<file path="config.mk">
export PLATFORM = sky130hd
export DESIGN_NAME = oneshot_periodic_timer_slots
export DESIGN_NICKNAME = d
export VERILOG_FILES = /design/src/hdl/opts_pkg.sv /design/src/hdl/oneshot_periodic_timer_slots.sv
export SDC_FILE = /design/constraint.sdc
export NUM_CORES = 2
export LEC_CHECK = 0
export ABC_AREA = 1
export BUFFER_PORTS_ARGS = -buffer_cell sky130_fd_sc_hd__buf_2
export CORE_ASPECT_RATIO = 1.4
export CORE_MARGIN = 2
export CORE_UTILIZATION = 35
export CTS_BUF_LIST = sky130_fd_sc_hd__clkbuf_16
export DETAILED_ROUTE_END_ITERATION = 12
export GPL_TIMING_DRIVEN = 0
export MAX_ROUTING_LAYER = met4
export PLACE_DENSITY = 0.48
export SETUP_SLACK_MARGIN = 0.05
export SKIP_CTS_REPAIR_TIMING = 1
export SLEW_MARGIN = 10
export SYNTH_ARGS = -nofsm -noshare
export SYNTH_HDL_FRONTEND = slang
export SYNTH_SLANG_ARGS = --single-unit
</file>
<file path="constraint.sdc">
create_clock -name clock -period 13.1 [get_ports clock]
set_clock_uncertainty 0.2 [all_clocks]
set_input_delay 0.655 -clock clock [delete_from_list [all_inputs] [get_ports clock]]
set_output_delay 0.655 -clock clock [all_outputs]
set_load 0.02 [all_outputs]
</file>
<file path="src/hdl/opts_pkg.sv">
// package for the one-shot / periodic timer slot pool
// slot count, field widths, operation and status codes, sequencer state type
// no dependencies
package opts_pkg;

   localparam int Slots     = 16;
   localparam int IdxBits   = 4;   // slot handle width, fixed by the slot field
   localparam int CountBits = 5;   // holds 0 .. Slots
   localparam int TimeBits  = 64;

   typedef enum logic [1:0] {
      OP_TICK         = 2'd0,
      OP_ADD_ONESHOT  = 2'd1,
      OP_ADD_PERIODIC = 2'd2,
      OP_REMOVE       = 2'd3
   } op_type;

   typedef enum logic [1:0] {
      ST_OK          = 2'd0,
      ST_FULL        = 2'd1,
      ST_NOT_ENABLED = 2'd2,
      ST_RESERVED    = 2'd3
   } status_type;

   typedef enum logic [6:0] {
      SQ_IDLE = 7'b0000001,
      SQ_OP   = 7'b0000010,
      SQ_READ = 7'b0000100,
      SQ_SUM  = 7'b0001000,
      SQ_DUE  = 7'b0010000,
      SQ_NEXT = 7'b0100000,
      SQ_DONE = 7'b1000000
   } seq_type;

endpackage

</file>
<file path="src/hdl/oneshot_periodic_timer_slots.sv">
// top level of the timer slot pool: free stack, ordered active list, slot timing
// and a sweep sequencer around one shared 65-bit adder and one 64-bit comparator
// depends on opts_pkg
//
//  channel | dir | handshake               | payload
//  --------+-----+-------------------------+------------------------------------------
//  req     | in  | req_tvalid / req_tready | tuser operation, tdata now/interval/slot
//  rsp     | out | rsp_tvalid / rsp_tready | tuser fired, tdata slot/periodic/status,
//          |     |                         | tlast on final result of an input
//
// add and remove are accepted, then update once the output register is free; a tick
// reads each active entry, frees a disabled one, else sums its due time and checks it,
// advancing a fired periodic in a further state, the shared adder and comparator
// setting the per-entry cost; ready only while idle
// synchronous active-high reset empties the active list and refills the free stack
// a stalled output stalls the sweep at its next firing, never drops a result
module oneshot_periodic_timer_slots
   import opts_pkg::*;
(
   input  logic         clock,
   input  logic         reset,
   // input channel
   input  logic         req_tvalid,
   output logic         req_tready,
   input  logic [1:0]   req_tuser,    // [1:0] operation
   input  logic [135:0] req_tdata,    // [63:0] now_us, [127:64] interval_us,
                                      // [131:128] slot_sel, [135:132] zero
   // result channel
   output logic         rsp_tvalid,
   input  logic         rsp_tready,
   output logic         rsp_tuser,    // [0] fired
   output logic [7:0]   rsp_tdata,    // [3:0] slot_out, [4] was_periodic,
                                      // [6:5] status, [7] zero
   output logic         rsp_tlast
);

   // sequencer and latched request
   seq_type                 state_ff, state_in;
   op_type                  op_ff, op_in;
   logic [TimeBits-1:0]     now_ff, now_in;
   logic [TimeBits-1:0]     ivl_ff, ivl_in;
   logic [IdxBits-1:0]      sel_ff, sel_in;

   // slot storage
   logic [TimeBits-1:0]     start_ff    [Slots];
   logic [TimeBits-1:0]     interval_ff [Slots];
   logic [Slots-1:0]        periodic_ff;
   logic [Slots-1:0]        enabled_ff;
   logic [IdxBits-1:0]      active_ff   [Slots];
   logic [IdxBits-1:0]      free_ff     [Slots];
   logic [CountBits-1:0]    active_count_ff, active_count_in;
   logic [CountBits-1:0]    free_count_ff, free_count_in;

   // sweep registers
   logic [CountBits-1:0]    rd_ff, rd_in;
   logic [CountBits-1:0]    wr_ff, wr_in;
   logic [IdxBits-1:0]      slot_ff, slot_in;
   logic [TimeBits:0]       sum_ff, sum_in;
   logic                    held_valid_ff, held_valid_in;
   logic [IdxBits-1:0]      held_slot_ff, held_slot_in;
   logic                    held_per_ff, held_per_in;

   // output register
   logic                    rsp_valid_ff, rsp_valid_in;
   logic                    rsp_fired_ff, rsp_fired_in;
   logic [IdxBits-1:0]      rsp_slot_ff, rsp_slot_in;
   logic                    rsp_per_ff, rsp_per_in;
   status_type              rsp_status_ff, rsp_status_in;
   logic                    rsp_last_ff, rsp_last_in;

   // storage write ports
   logic                    act_we;
   logic [IdxBits-1:0]      act_wa, act_wd;
   logic                    free_we;
   logic [IdxBits-1:0]      free_wa, free_wd;
   logic                    start_we;
   logic [IdxBits-1:0]      tim_wa;
   logic [TimeBits-1:0]     start_wd;
   logic                    add_we;
   logic                    en_we, en_wd;

   // shared arithmetic
   logic [TimeBits-1:0]     add_a, cmp_b;
   logic [TimeBits:0]       add_sum;
   logic                    now_ge, now_eq;
   logic                    due, lag;

   logic                    out_free;
   logic                    fire_ok;
   logic                    req_xfer;
   logic [IdxBits-1:0]      rd_slot;
   logic [IdxBits-1:0]      pop_slot;
   logic                    pool_full;

   assign out_free  = !rsp_valid_ff || rsp_tready;
   assign fire_ok   = !held_valid_ff || out_free;
   assign req_tready = (state_ff == SQ_IDLE);
   assign req_xfer  = req_tvalid && req_tready;
   assign rd_slot   = active_ff[rd_ff[IdxBits-1:0]];
   assign pop_slot  = free_ff[IdxBits'(free_count_ff - CountBits'(1))];
   assign pool_full = (free_count_ff == '0);

   // one adder: start + interval on the sum step, sum + interval on the catch-up step
   assign add_a   = (state_ff == SQ_SUM) ? start_ff[slot_ff] : sum_ff[TimeBits-1:0];
   assign add_sum = {1'b0, add_a} + {1'b0, interval_ff[slot_ff]};

   // one comparator: against the due time, or against the next period boundary
   assign cmp_b  = (state_ff == SQ_DUE) ? sum_ff[TimeBits-1:0] : add_sum[TimeBits-1:0];
   assign now_ge = (now_ff >= cmp_b);
   assign now_eq = (now_ff == cmp_b);
   assign due    = !sum_ff[TimeBits] && now_ge;
   assign lag    = !add_sum[TimeBits] && now_ge && !now_eq;

   always_comb begin
      state_in        = state_ff;
      op_in           = op_ff;
      now_in          = now_ff;
      ivl_in          = ivl_ff;
      sel_in          = sel_ff;
      active_count_in = active_count_ff;
      free_count_in   = free_count_ff;
      rd_in           = rd_ff;
      wr_in           = wr_ff;
      slot_in         = slot_ff;
      sum_in          = sum_ff;
      held_valid_in   = held_valid_ff;
      held_slot_in    = held_slot_ff;
      held_per_in     = held_per_ff;

      rsp_valid_in    = rsp_valid_ff && !rsp_tready;
      rsp_fired_in    = rsp_fired_ff;
      rsp_slot_in     = rsp_slot_ff;
      rsp_per_in      = rsp_per_ff;
      rsp_status_in   = rsp_status_ff;
      rsp_last_in     = rsp_last_ff;

      act_we   = 1'b0;
      act_wa   = wr_ff[IdxBits-1:0];
      act_wd   = slot_ff;
      free_we  = 1'b0;
      free_wa  = free_count_ff[IdxBits-1:0];
      free_wd  = slot_ff;
      start_we = 1'b0;
      tim_wa   = slot_ff;
      start_wd = now_ff;
      add_we   = 1'b0;
      en_we    = 1'b0;
      en_wd    = 1'b0;

      unique case (state_ff)
         SQ_IDLE: begin
            if (req_xfer) begin
               op_in  = op_type'(req_tuser);
               now_in = req_tdata[63:0];
               ivl_in = req_tdata[127:64];
               sel_in = req_tdata[131:128];
               if (op_type'(req_tuser) == OP_TICK) begin
                  rd_in         = '0;
                  wr_in         = '0;
                  held_valid_in = 1'b0;
                  state_in      = SQ_READ;
               end else begin
                  state_in = SQ_OP;
               end
            end
         end

         SQ_OP: begin
            if (out_free) begin
               rsp_valid_in = 1'b1;
               rsp_fired_in = 1'b0;
               rsp_per_in   = 1'b0;
               rsp_last_in  = 1'b1;
               if (op_ff == OP_REMOVE) begin
                  // only the enabled bit drops; the next tick frees the slot
                  rsp_slot_in = sel_ff;
                  if (enabled_ff[sel_ff]) begin
                     en_we         = 1'b1;
                     en_wd         = 1'b0;
                     tim_wa        = sel_ff;
                     rsp_status_in = ST_OK;
                  end else begin
                     rsp_status_in = ST_NOT_ENABLED;
                  end
               end else if (pool_full) begin
                  rsp_slot_in   = '0;
                  rsp_status_in = ST_FULL;
               end else begin
                  // pop from the free stack, append to the active list
                  free_count_in   = free_count_ff - CountBits'(1);
                  act_we          = 1'b1;
                  act_wa          = active_count_ff[IdxBits-1:0];
                  act_wd          = pop_slot;
                  active_count_in = active_count_ff + CountBits'(1);
                  tim_wa          = pop_slot;
                  start_we        = 1'b1;
                  start_wd        = now_ff;
                  add_we          = 1'b1;
                  en_we           = 1'b1;
                  en_wd           = 1'b1;
                  rsp_slot_in     = pop_slot;
                  rsp_status_in   = ST_OK;
               end
               state_in = SQ_IDLE;
            end
         end

         SQ_READ: begin
            if (rd_ff == active_count_ff) begin
               state_in = SQ_DONE;
            end else begin
               slot_in = rd_slot;
               rd_in   = rd_ff + CountBits'(1);
               if (!enabled_ff[rd_slot]) begin
                  // removed slot goes back to the free stack
                  free_we       = 1'b1;
                  free_wd       = rd_slot;
                  free_count_in = free_count_ff + CountBits'(1);
               end else begin
                  state_in = SQ_SUM;
               end
            end
         end

         SQ_SUM: begin
            sum_in   = add_sum;
            state_in = SQ_DUE;
         end

         SQ_DUE: begin
            if (!due) begin
               act_we   = 1'b1;
               wr_in    = wr_ff + CountBits'(1);
               state_in = SQ_READ;
            end else if (periodic_ff[slot_ff]) begin
               state_in = SQ_NEXT;
            end else if (fire_ok) begin
               // one-shot fires: disable and free
               start_we      = 1'b1;
               start_wd      = now_ff;
               en_we         = 1'b1;
               en_wd         = 1'b0;
               free_we       = 1'b1;
               free_count_in = free_count_ff + CountBits'(1);
               if (held_valid_ff) begin
                  rsp_valid_in  = 1'b1;
                  rsp_fired_in  = 1'b1;
                  rsp_slot_in   = held_slot_ff;
                  rsp_per_in    = held_per_ff;
                  rsp_status_in = ST_OK;
                  rsp_last_in   = 1'b0;
               end
               held_valid_in = 1'b1;
               held_slot_in  = slot_ff;
               held_per_in   = 1'b0;
               state_in      = SQ_READ;
            end
         end

         SQ_NEXT: begin
            if (fire_ok) begin
               // periodic fires: advance one period, or jump to now when behind
               start_we = 1'b1;
               start_wd = lag ? now_ff : sum_ff[TimeBits-1:0];
               act_we   = 1'b1;
               wr_in    = wr_ff + CountBits'(1);
               if (held_valid_ff) begin
                  rsp_valid_in  = 1'b1;
                  rsp_fired_in  = 1'b1;
                  rsp_slot_in   = held_slot_ff;
                  rsp_per_in    = held_per_ff;
                  rsp_status_in = ST_OK;
                  rsp_last_in   = 1'b0;
               end
               held_valid_in = 1'b1;
               held_slot_in  = slot_ff;
               held_per_in   = 1'b1;
               state_in      = SQ_READ;
            end
         end

         SQ_DONE: begin
            active_count_in = wr_ff;
            if (!held_valid_ff) begin
               state_in = SQ_IDLE;
            end else if (out_free) begin
               rsp_valid_in  = 1'b1;
               rsp_fired_in  = 1'b1;
               rsp_slot_in   = held_slot_ff;
               rsp_per_in    = held_per_ff;
               rsp_status_in = ST_OK;
               rsp_last_in   = 1'b1;
               held_valid_in = 1'b0;
               state_in      = SQ_IDLE;
            end
         end

         default: begin
            state_in = SQ_IDLE;
         end
      endcase
   end

   // control state
   always_ff @(posedge clock) begin
      if (reset) begin
         state_ff        <= SQ_IDLE;
         active_count_ff <= '0;
         free_count_ff   <= CountBits'(Slots);
         held_valid_ff   <= 1'b0;
         rsp_valid_ff    <= 1'b0;
         periodic_ff     <= '0;
         enabled_ff      <= '0;
         for (int i = 0; i < Slots; i++) begin
            free_ff[i] <= IdxBits'(i);
         end
      end else begin
         state_ff        <= state_in;
         active_count_ff <= active_count_in;
         free_count_ff   <= free_count_in;
         held_valid_ff   <= held_valid_in;
         rsp_valid_ff    <= rsp_valid_in;
         if (add_we) begin
            periodic_ff[tim_wa] <= (op_ff == OP_ADD_PERIODIC);
         end
         if (en_we) begin
            enabled_ff[tim_wa] <= en_wd;
         end
         if (free_we) begin
            free_ff[free_wa] <= free_wd;
         end
      end
   end

   // payload
   always_ff @(posedge clock) begin
      op_ff         <= op_in;
      now_ff        <= now_in;
      ivl_ff        <= ivl_in;
      sel_ff        <= sel_in;
      rd_ff         <= rd_in;
      wr_ff         <= wr_in;
      slot_ff       <= slot_in;
      sum_ff        <= sum_in;
      held_slot_ff  <= held_slot_in;
      held_per_ff   <= held_per_in;
      rsp_fired_ff  <= rsp_fired_in;
      rsp_slot_ff   <= rsp_slot_in;
      rsp_per_ff    <= rsp_per_in;
      rsp_status_ff <= rsp_status_in;
      rsp_last_ff   <= rsp_last_in;
      if (act_we) begin
         active_ff[act_wa] <= act_wd;
      end
      if (start_we) begin
         start_ff[tim_wa] <= start_wd;
      end
      if (add_we) begin
         interval_ff[tim_wa] <= ivl_ff;
      end
   end

   assign rsp_tvalid = rsp_valid_ff;
   assign rsp_tuser  = rsp_fired_ff;
   assign rsp_tdata  = {1'b0, rsp_status_ff, rsp_per_ff, rsp_slot_ff};
   assign rsp_tlast  = rsp_last_ff;

   // every slot is either free or on the active list
   a_slot_conservation: assert property (@(posedge clock) disable iff (reset)
      (state_ff == SQ_IDLE) |-> (free_count_ff + active_count_ff == CountBits'(Slots)))
      else $error("free and active counts do not add up to the slot count");

   a_free_bound: assert property (@(posedge clock) disable iff (reset)
      free_count_ff <= CountBits'(Slots))
      else $error("free stack overflow");

   // compaction never overtakes the read pointer
   a_compact_order: assert property (@(posedge clock) disable iff (reset)
      (state_ff == SQ_SUM || state_ff == SQ_DUE || state_ff == SQ_NEXT) |-> (wr_ff < rd_ff))
      else $error("active list write pointer passed read pointer");

   // only enabled slots reach the due check
   a_due_enabled: assert property (@(posedge clock) disable iff (reset)
      (state_ff == SQ_DUE) |-> enabled_ff[slot_ff])
      else $error("disabled slot evaluated for expiry");

   // a firing report always carries an ok status
   a_fire_status: assert property (@(posedge clock) disable iff (reset)
      (rsp_valid_ff && rsp_fired_ff) |-> (rsp_status_ff == ST_OK))
      else $error("firing reported with non-ok status");

endmodule
</file>
**After elaboration in Yosys (flattened, before gate mapping)**

Memories as Yosys holds them, arrays and structs flattened. A register that Yosys moved wholly into a read port is not among the register bits.
Index checks and enable logic that the tools add are counted.

- Input bits: 142
- Memories: 4
- RAM bits: 2,176
- Register bits after elaboration: 278

- $lt $le $gt $ge: 6
- Eq/ne operators: 26
- Add/sub/neg operators: 6
- Reductions and logical operators: 36
- Mux-type cells: 161
- Bitwise operators: 1

Memory list:

| memory | depth | bits a word | read ports | clocked after memory_dff | write ports | line | text |
|---|---|---|---|---|---|---|---|
| interval_ff | 16 | 64 | 1 | 1 | 1 | oneshot_periodic_timer_slots.sv:46 | `logic [TimeBits-1:0] interval_ff [Slots];` |
| start_ff | 16 | 64 | 1 | 1 | 1 | oneshot_periodic_timer_slots.sv:45 | `logic [TimeBits-1:0] start_ff [Slots];` |
| active_ff | 16 | 4 | 1 | 1 | 1 | oneshot_periodic_timer_slots.sv:49 | `logic [IdxBits-1:0] active_ff [Slots];` |
| free_ff | 16 | 4 | 1 | 0 | 16 | oneshot_periodic_timer_slots.sv:50 | `logic [IdxBits-1:0] free_ff [Slots];` |

Operators by type and width:

| operator | number |
|---|---|
| $mux 64 | 5 |
| $mux 4 | 32 |
| $mux 5 | 16 |
| $mux 1 | 66 |
| $add 64x64->65 | 1 |
| $eq 64x64->1 | 1 |
| $ge 64x64->1 | 1 |
| $mux 7 | 8 |
| $pmux 7 s7 | 1 |
| $bwmux 16 | 2 |
| $pmux 5 s3 | 2 |
| $ne 2x2->1 const B | 12 |
| $add 5x1->5 const B | 4 |
| $lt 4x5->1 const B | 4 |
| $pmux 1 s4 | 5 |
| $pmux 5 s2 | 2 |
| $mux 2 | 9 |
| $pmux 4 s4 | 1 |
| $reduce_and 5->1 | 3 |
| $bmux 1 s4 | 3 |
| $reduce_and 4->1 | 3 |
| $reduce_and 9->1 | 1 |
| $pmux 2 s4 | 1 |
| $pmux 4 s2 | 1 |
| 30 further kinds | 52 |

**Depth between registers and ports, before layout**

- Word-level depth: 13
- Gate-level depth with buffers: 46
- Depth with buffers taken out: 41

**Worst setup path after synthesis**

Ideal clock, no wire load.

- Kind: flip-flop to flip-flop
- Start point: register state_ff[4]
- End point: memory start_ff[10][0], enable pin
- Path slack: 1.280 ns
- Arrival time: 11.055 ns
- Clock period less this slack: 11.820 ns
- Buffers on the path: 2
- Cell stages (with the launch flop): 38
- Cell sequence: dfxtp_1 -> nor2_1 -> nand2_1 -> nor4_1 -> clkbuf_1 -> clkbuf_1 -> o21ai_0 -> ha_1 -> nand2_1 -> nor2_1 -> inv_1 -> nor2_1 -> inv_1 -> nor4_1 -> nand3_1 -> nand3_1 -> nand2_1 -> nand2_1 -> [... 2 more ...] -> nand2_1 -> nand2_1 -> o21ai_0 -> ha_1 -> nand2_1 -> nor2_1 -> nand3_1 -> nor3_1 -> nand2_1 -> nor2_1 -> nand2_1 -> nand3_1 -> nor2_1 -> nor2_1 -> nand3_1 -> nand2_1 -> inv_1 -> nor3_1

- Longest elaborated chain between the ends: 10

Ends and longest elaborated chain:

| item | line | text |
|---|---|---|
| start, declared | oneshot_periodic_timer_slots.sv:38 | `seq_type state_ff, state_in;` |
| start signal, assigned | oneshot_periodic_timer_slots.sv:318 | `state_ff <= state_in;` |
| $eq 7x4->1 | oneshot_periodic_timer_slots.sv:104 | `assign add_a = (state_ff == SQ_SUM) ? start_ff[slot_ff] : sum_ff[TimeBits-1:0];` |
| $mux 64 | oneshot_periodic_timer_slots.sv:104 |  |
| $add 64x64->65 | oneshot_periodic_timer_slots.sv:105 | `assign add_sum = {1'b0, add_a} + {1'b0, interval_ff[slot_ff]};` |
| named net add_sum[63] | oneshot_periodic_timer_slots.sv:84 | `logic [TimeBits:0] add_sum;` |
| $mux 64 | oneshot_periodic_timer_slots.sv:108 | `assign cmp_b = (state_ff == SQ_DUE) ? sum_ff[TimeBits-1:0] : add_sum[TimeBits-1:0];` |
| $ge 64x64->1 | oneshot_periodic_timer_slots.sv:109 | `assign now_ge = (now_ff >= cmp_b);` |
| $logic_and 1x1->1 | oneshot_periodic_timer_slots.sv:111 | `assign due = !sum_ff[TimeBits] && now_ge;` |
| $mux 1 | oneshot_periodic_timer_slots.sv:231 | `if (!due) begin` |
| $pmux 1 s3 | oneshot_periodic_timer_slots.sv:150 | `unique case (state_ff)` |
| $mux 1 | oneshot_periodic_timer_slots.sv:355 | `if (start_we) begin` |
| $mux 1 (implied by the code) | oneshot_periodic_timer_slots.sv:356 | `start_ff[tim_wa] <= start_wd;` |
| end, declared | oneshot_periodic_timer_slots.sv:45 |  |

The timed path passes the listed nets, and every way through them passes these cells.

==> results_dict.tcl <==
set metrics [dict create \
    chipWidth_um 464 \
    outcome "finished clean" \
    slowest_stage "clkbuf_1" \
    drv_cap 0 \
    antenna_found_initial 30 \
    setup_viol_count_final 0 \
    slew_viol_final 0 \
    synthAdderAreaFrac_pct 1.66 \
    num_io_pins 154 \
    path_max_fanout 21 \
    worstSetupPathType "reg2reg" \
    grt_pass1_vias 73300 \
    yosysMostFrequentCell "edfxtp_1" \
    p_leak_nw 41.1 \
    grt_start_max_net_pins 51 \
    start_util_pct 35.1 \
    synth_ff_type "edfxtp_1" \
    syn_inst 8623 \
    critPathLaunchType "flop" \
    nNetsFinal 9645 \
    layoutNonFillerInstCount 13500 \
    min_path_type "in2reg" \
    period_share_pct 99.7 \
    pre_cts_slack_ps -1520 \
    clockRootBuffer "clkbuf_16" \
    numPlacedInstances 12900 \
    ys_types 61 \
    cts_max_path_buffers 4 \
    total_power_mw 18.6 \
    max_stage_delay_ps 750 \
    syn-cell-area_mm2 0.103 \
    endpoint_kind "flop" \
    clock_sinks 2462 \
    worstHoldPathCells 4 \
    antenna_left 0 \
    finalCriticalPeriod_ps 13060 \
    max_freq_mhz 76.6 \
    synthTopCellsByArea "edfxtp_1 (70%), o21ai_0 (7.2%), nor2_1 (5.7%), nand2_1 (2.8%), o22ai_1 (2.5%)" \
    yosys.area_share.xor_xnor_pct 0.601 \
    rsz0062_at_grt "no" \
    h-tree-depth 5 \
    grt_pass1_wl_mm 586 \
    synth_top_family_by_area "compound AO/OA/AOI/OAI gates" \
    yosys-mux-area-fraction_pct 0.0677 \
    synth_nets 8902 \
    vias_per_cell 5.60 \
    register_area_mm2 0.0733 \
    irDropWorstVdd_uv 140 \
    slew_headroom_pct 4.90 \
    ys_seq_area_share_pct 70.9 \
    cp.arrival_ps 13400 \
    synth_commonest_cells "edfxtp_1 (2,403), nor2_1 (1,573), o21ai_0 (1,484), nand2_1 (767), clkbuf_1 (439)" \
    n_fill_cell 27900 \
    synth_compound_area_share_pct 13.2 \
    critical_path_required_ps 13440 \
    overflow 0 \
    p_per_area_mw_per_mm2 151 \
    yosysWarnings 0 \
    worst_slew_pin_slew_ps 1430 \
    multi_input_area_mm2 0.0273 \
    num_rows 236 \
    port_buffers 147 \
    hpwlAfterDp_mm 317 \
    netlist.area_leader.share_pct 69.7 \
    wirelength_mm 432 \
    syn_to_final_growth_pct 18.7 \
    post_synth_and_or_nand_nor_area_fraction_pct 10.3 \
    hold_viol 0 \
    route.detailed.drc 0 \
    async_flop_share_pct 0 \
    dieArea_mm2 0.300 \
    syn_avg_cell_area_um2 12.0 \
    cts_tree "built" \
    track_usage_pct 28.8 \
    fin_ws_ps 42.2 \
    dr.pass1.iters 7 \
    drt_iter0_drc 8033 \
    gp_congestion 0.960 \
    drive_above_1_share_pct 9.95 \
    synth_top_area_cell "edfxtp_1" \
    insertion_delay_ps 900 \
    routedWlPerCell_um 32.0 \
    path_clk_slew_ps 60 \
    numCtsBuffers 266 \
    num_vias 75500 \
    reg2regPathDepth 39 \
    synth_seq_cells 2462 \
    die_y_um 647 \
    core_mm2 0.295 \
    synth_edf_count 2403 \
]
[worst max-delay path: cells and delay by family, from the launching register on]
kind                       cells  cell delay [ps]
and+or+nand+nor               21             4910
DFF                            1              310
xor gates and xnor gates       1              400
buffers and inverters         11             4400
adders and majority gates      2              790
AOI/OAI and AO/OA              4             1560
[per-stage QoR]
stage / hold slack (ps) / instance area (µm²) / utilization, % / TNS, ps
global placement: 256 / 109000 / 37.0 / -
global route: 173 / 123000 / 41.7 / 0
CTS: -311 / 121000 / 41.1 / -812030
detailed placement: 244 / 113000 / 38.3 / -798190
finish: 152 / 123000 / 41.7 / 0
floorplan: 224 / 103000 / - / 0
[area by class of cell]
type                       count  share of cell area, %
multi-input combinational   5304                   22.2
clock buffer                 276                   5.63
antenna                       12                 0.0245
inverter                     335                   1.03
tap                         3927                   4.00
clock inverter               181                   1.11
buffer                       522                   1.82
timing repair buffer         475                   4.43
sequential                  2462                   59.7
[placed cells by master (no fill, tap or decap), drive strengths merged, types with 87 or more instances in the layout]
master / n
inv: 404
nand2: 773
clkbuf: 713
nor2: 1581
nand3: 236
o221ai: 164
a21oi: 175
clkinv: 87
o22ai: 412
edfxtp: 2403
dlygate4sd3: 135
ha: 136
buf: 421
o21ai: 1511
[metal layers]
metal,global-route usage [%],vias to the layer above,wire length (µm)
met2,49.3,3258,217000
met3,3.82,787,27000
met1,33.1,38400,162000
met4,14.6,0,25900
met5,-,-,0
li1,-,33100,-
[registers in the layout, summed over array words and instances (netlist names), 2 cells and up, named ones only]
name             count
interval_ff       1024
rsp_status_ff        2
sel_ff               4
wr_ff                5
active_ff           64
start_ff          1024
held_slot_ff         4
sum_ff              65
active_count_ff      5
op_ff                2
slot_ff              4
ivl_ff              64
now_ff              64
state_ff             7
periodic_ff         16
enabled_ff          16
rsp_slot_ff          4
rd_ff                5
free_count_ff        5
free_ff             64
[power breakdown]
group | switching (mW) | internal [mW]
clock network | 3.19 | 4.19
registers | 0.232 | 8.95
logic | 1.46 | 0.541
[path summary, 6_finish.rpt]
path / from / to / slack, ps
worst max register to register: flop / start_ff[7][28]$_DFFE_PP_ / 40
worst max-delay path: flop / start_ff[7][28]$_DFFE_PP_ / 40
worst min register to register: slot_ff[0]$_DFFE_PP_ / held_slot_ff[0]$_DFFE_PP_ / 270
worst min-delay path: rsp_tready / rsp_tvalid$_SDFF_PP0_ / 150
[kinds of logic after synthesis]
family                     Yosys count
and+or+nand+nor                   2671
DFF                               2462
AOI/OAI and AO/OA                 2420
buffers and inverters              857
adders and majority gates          137
xor gates and xnor gates            68
muxes                                7
other                                1
Power figures use the tool's default switching activity.
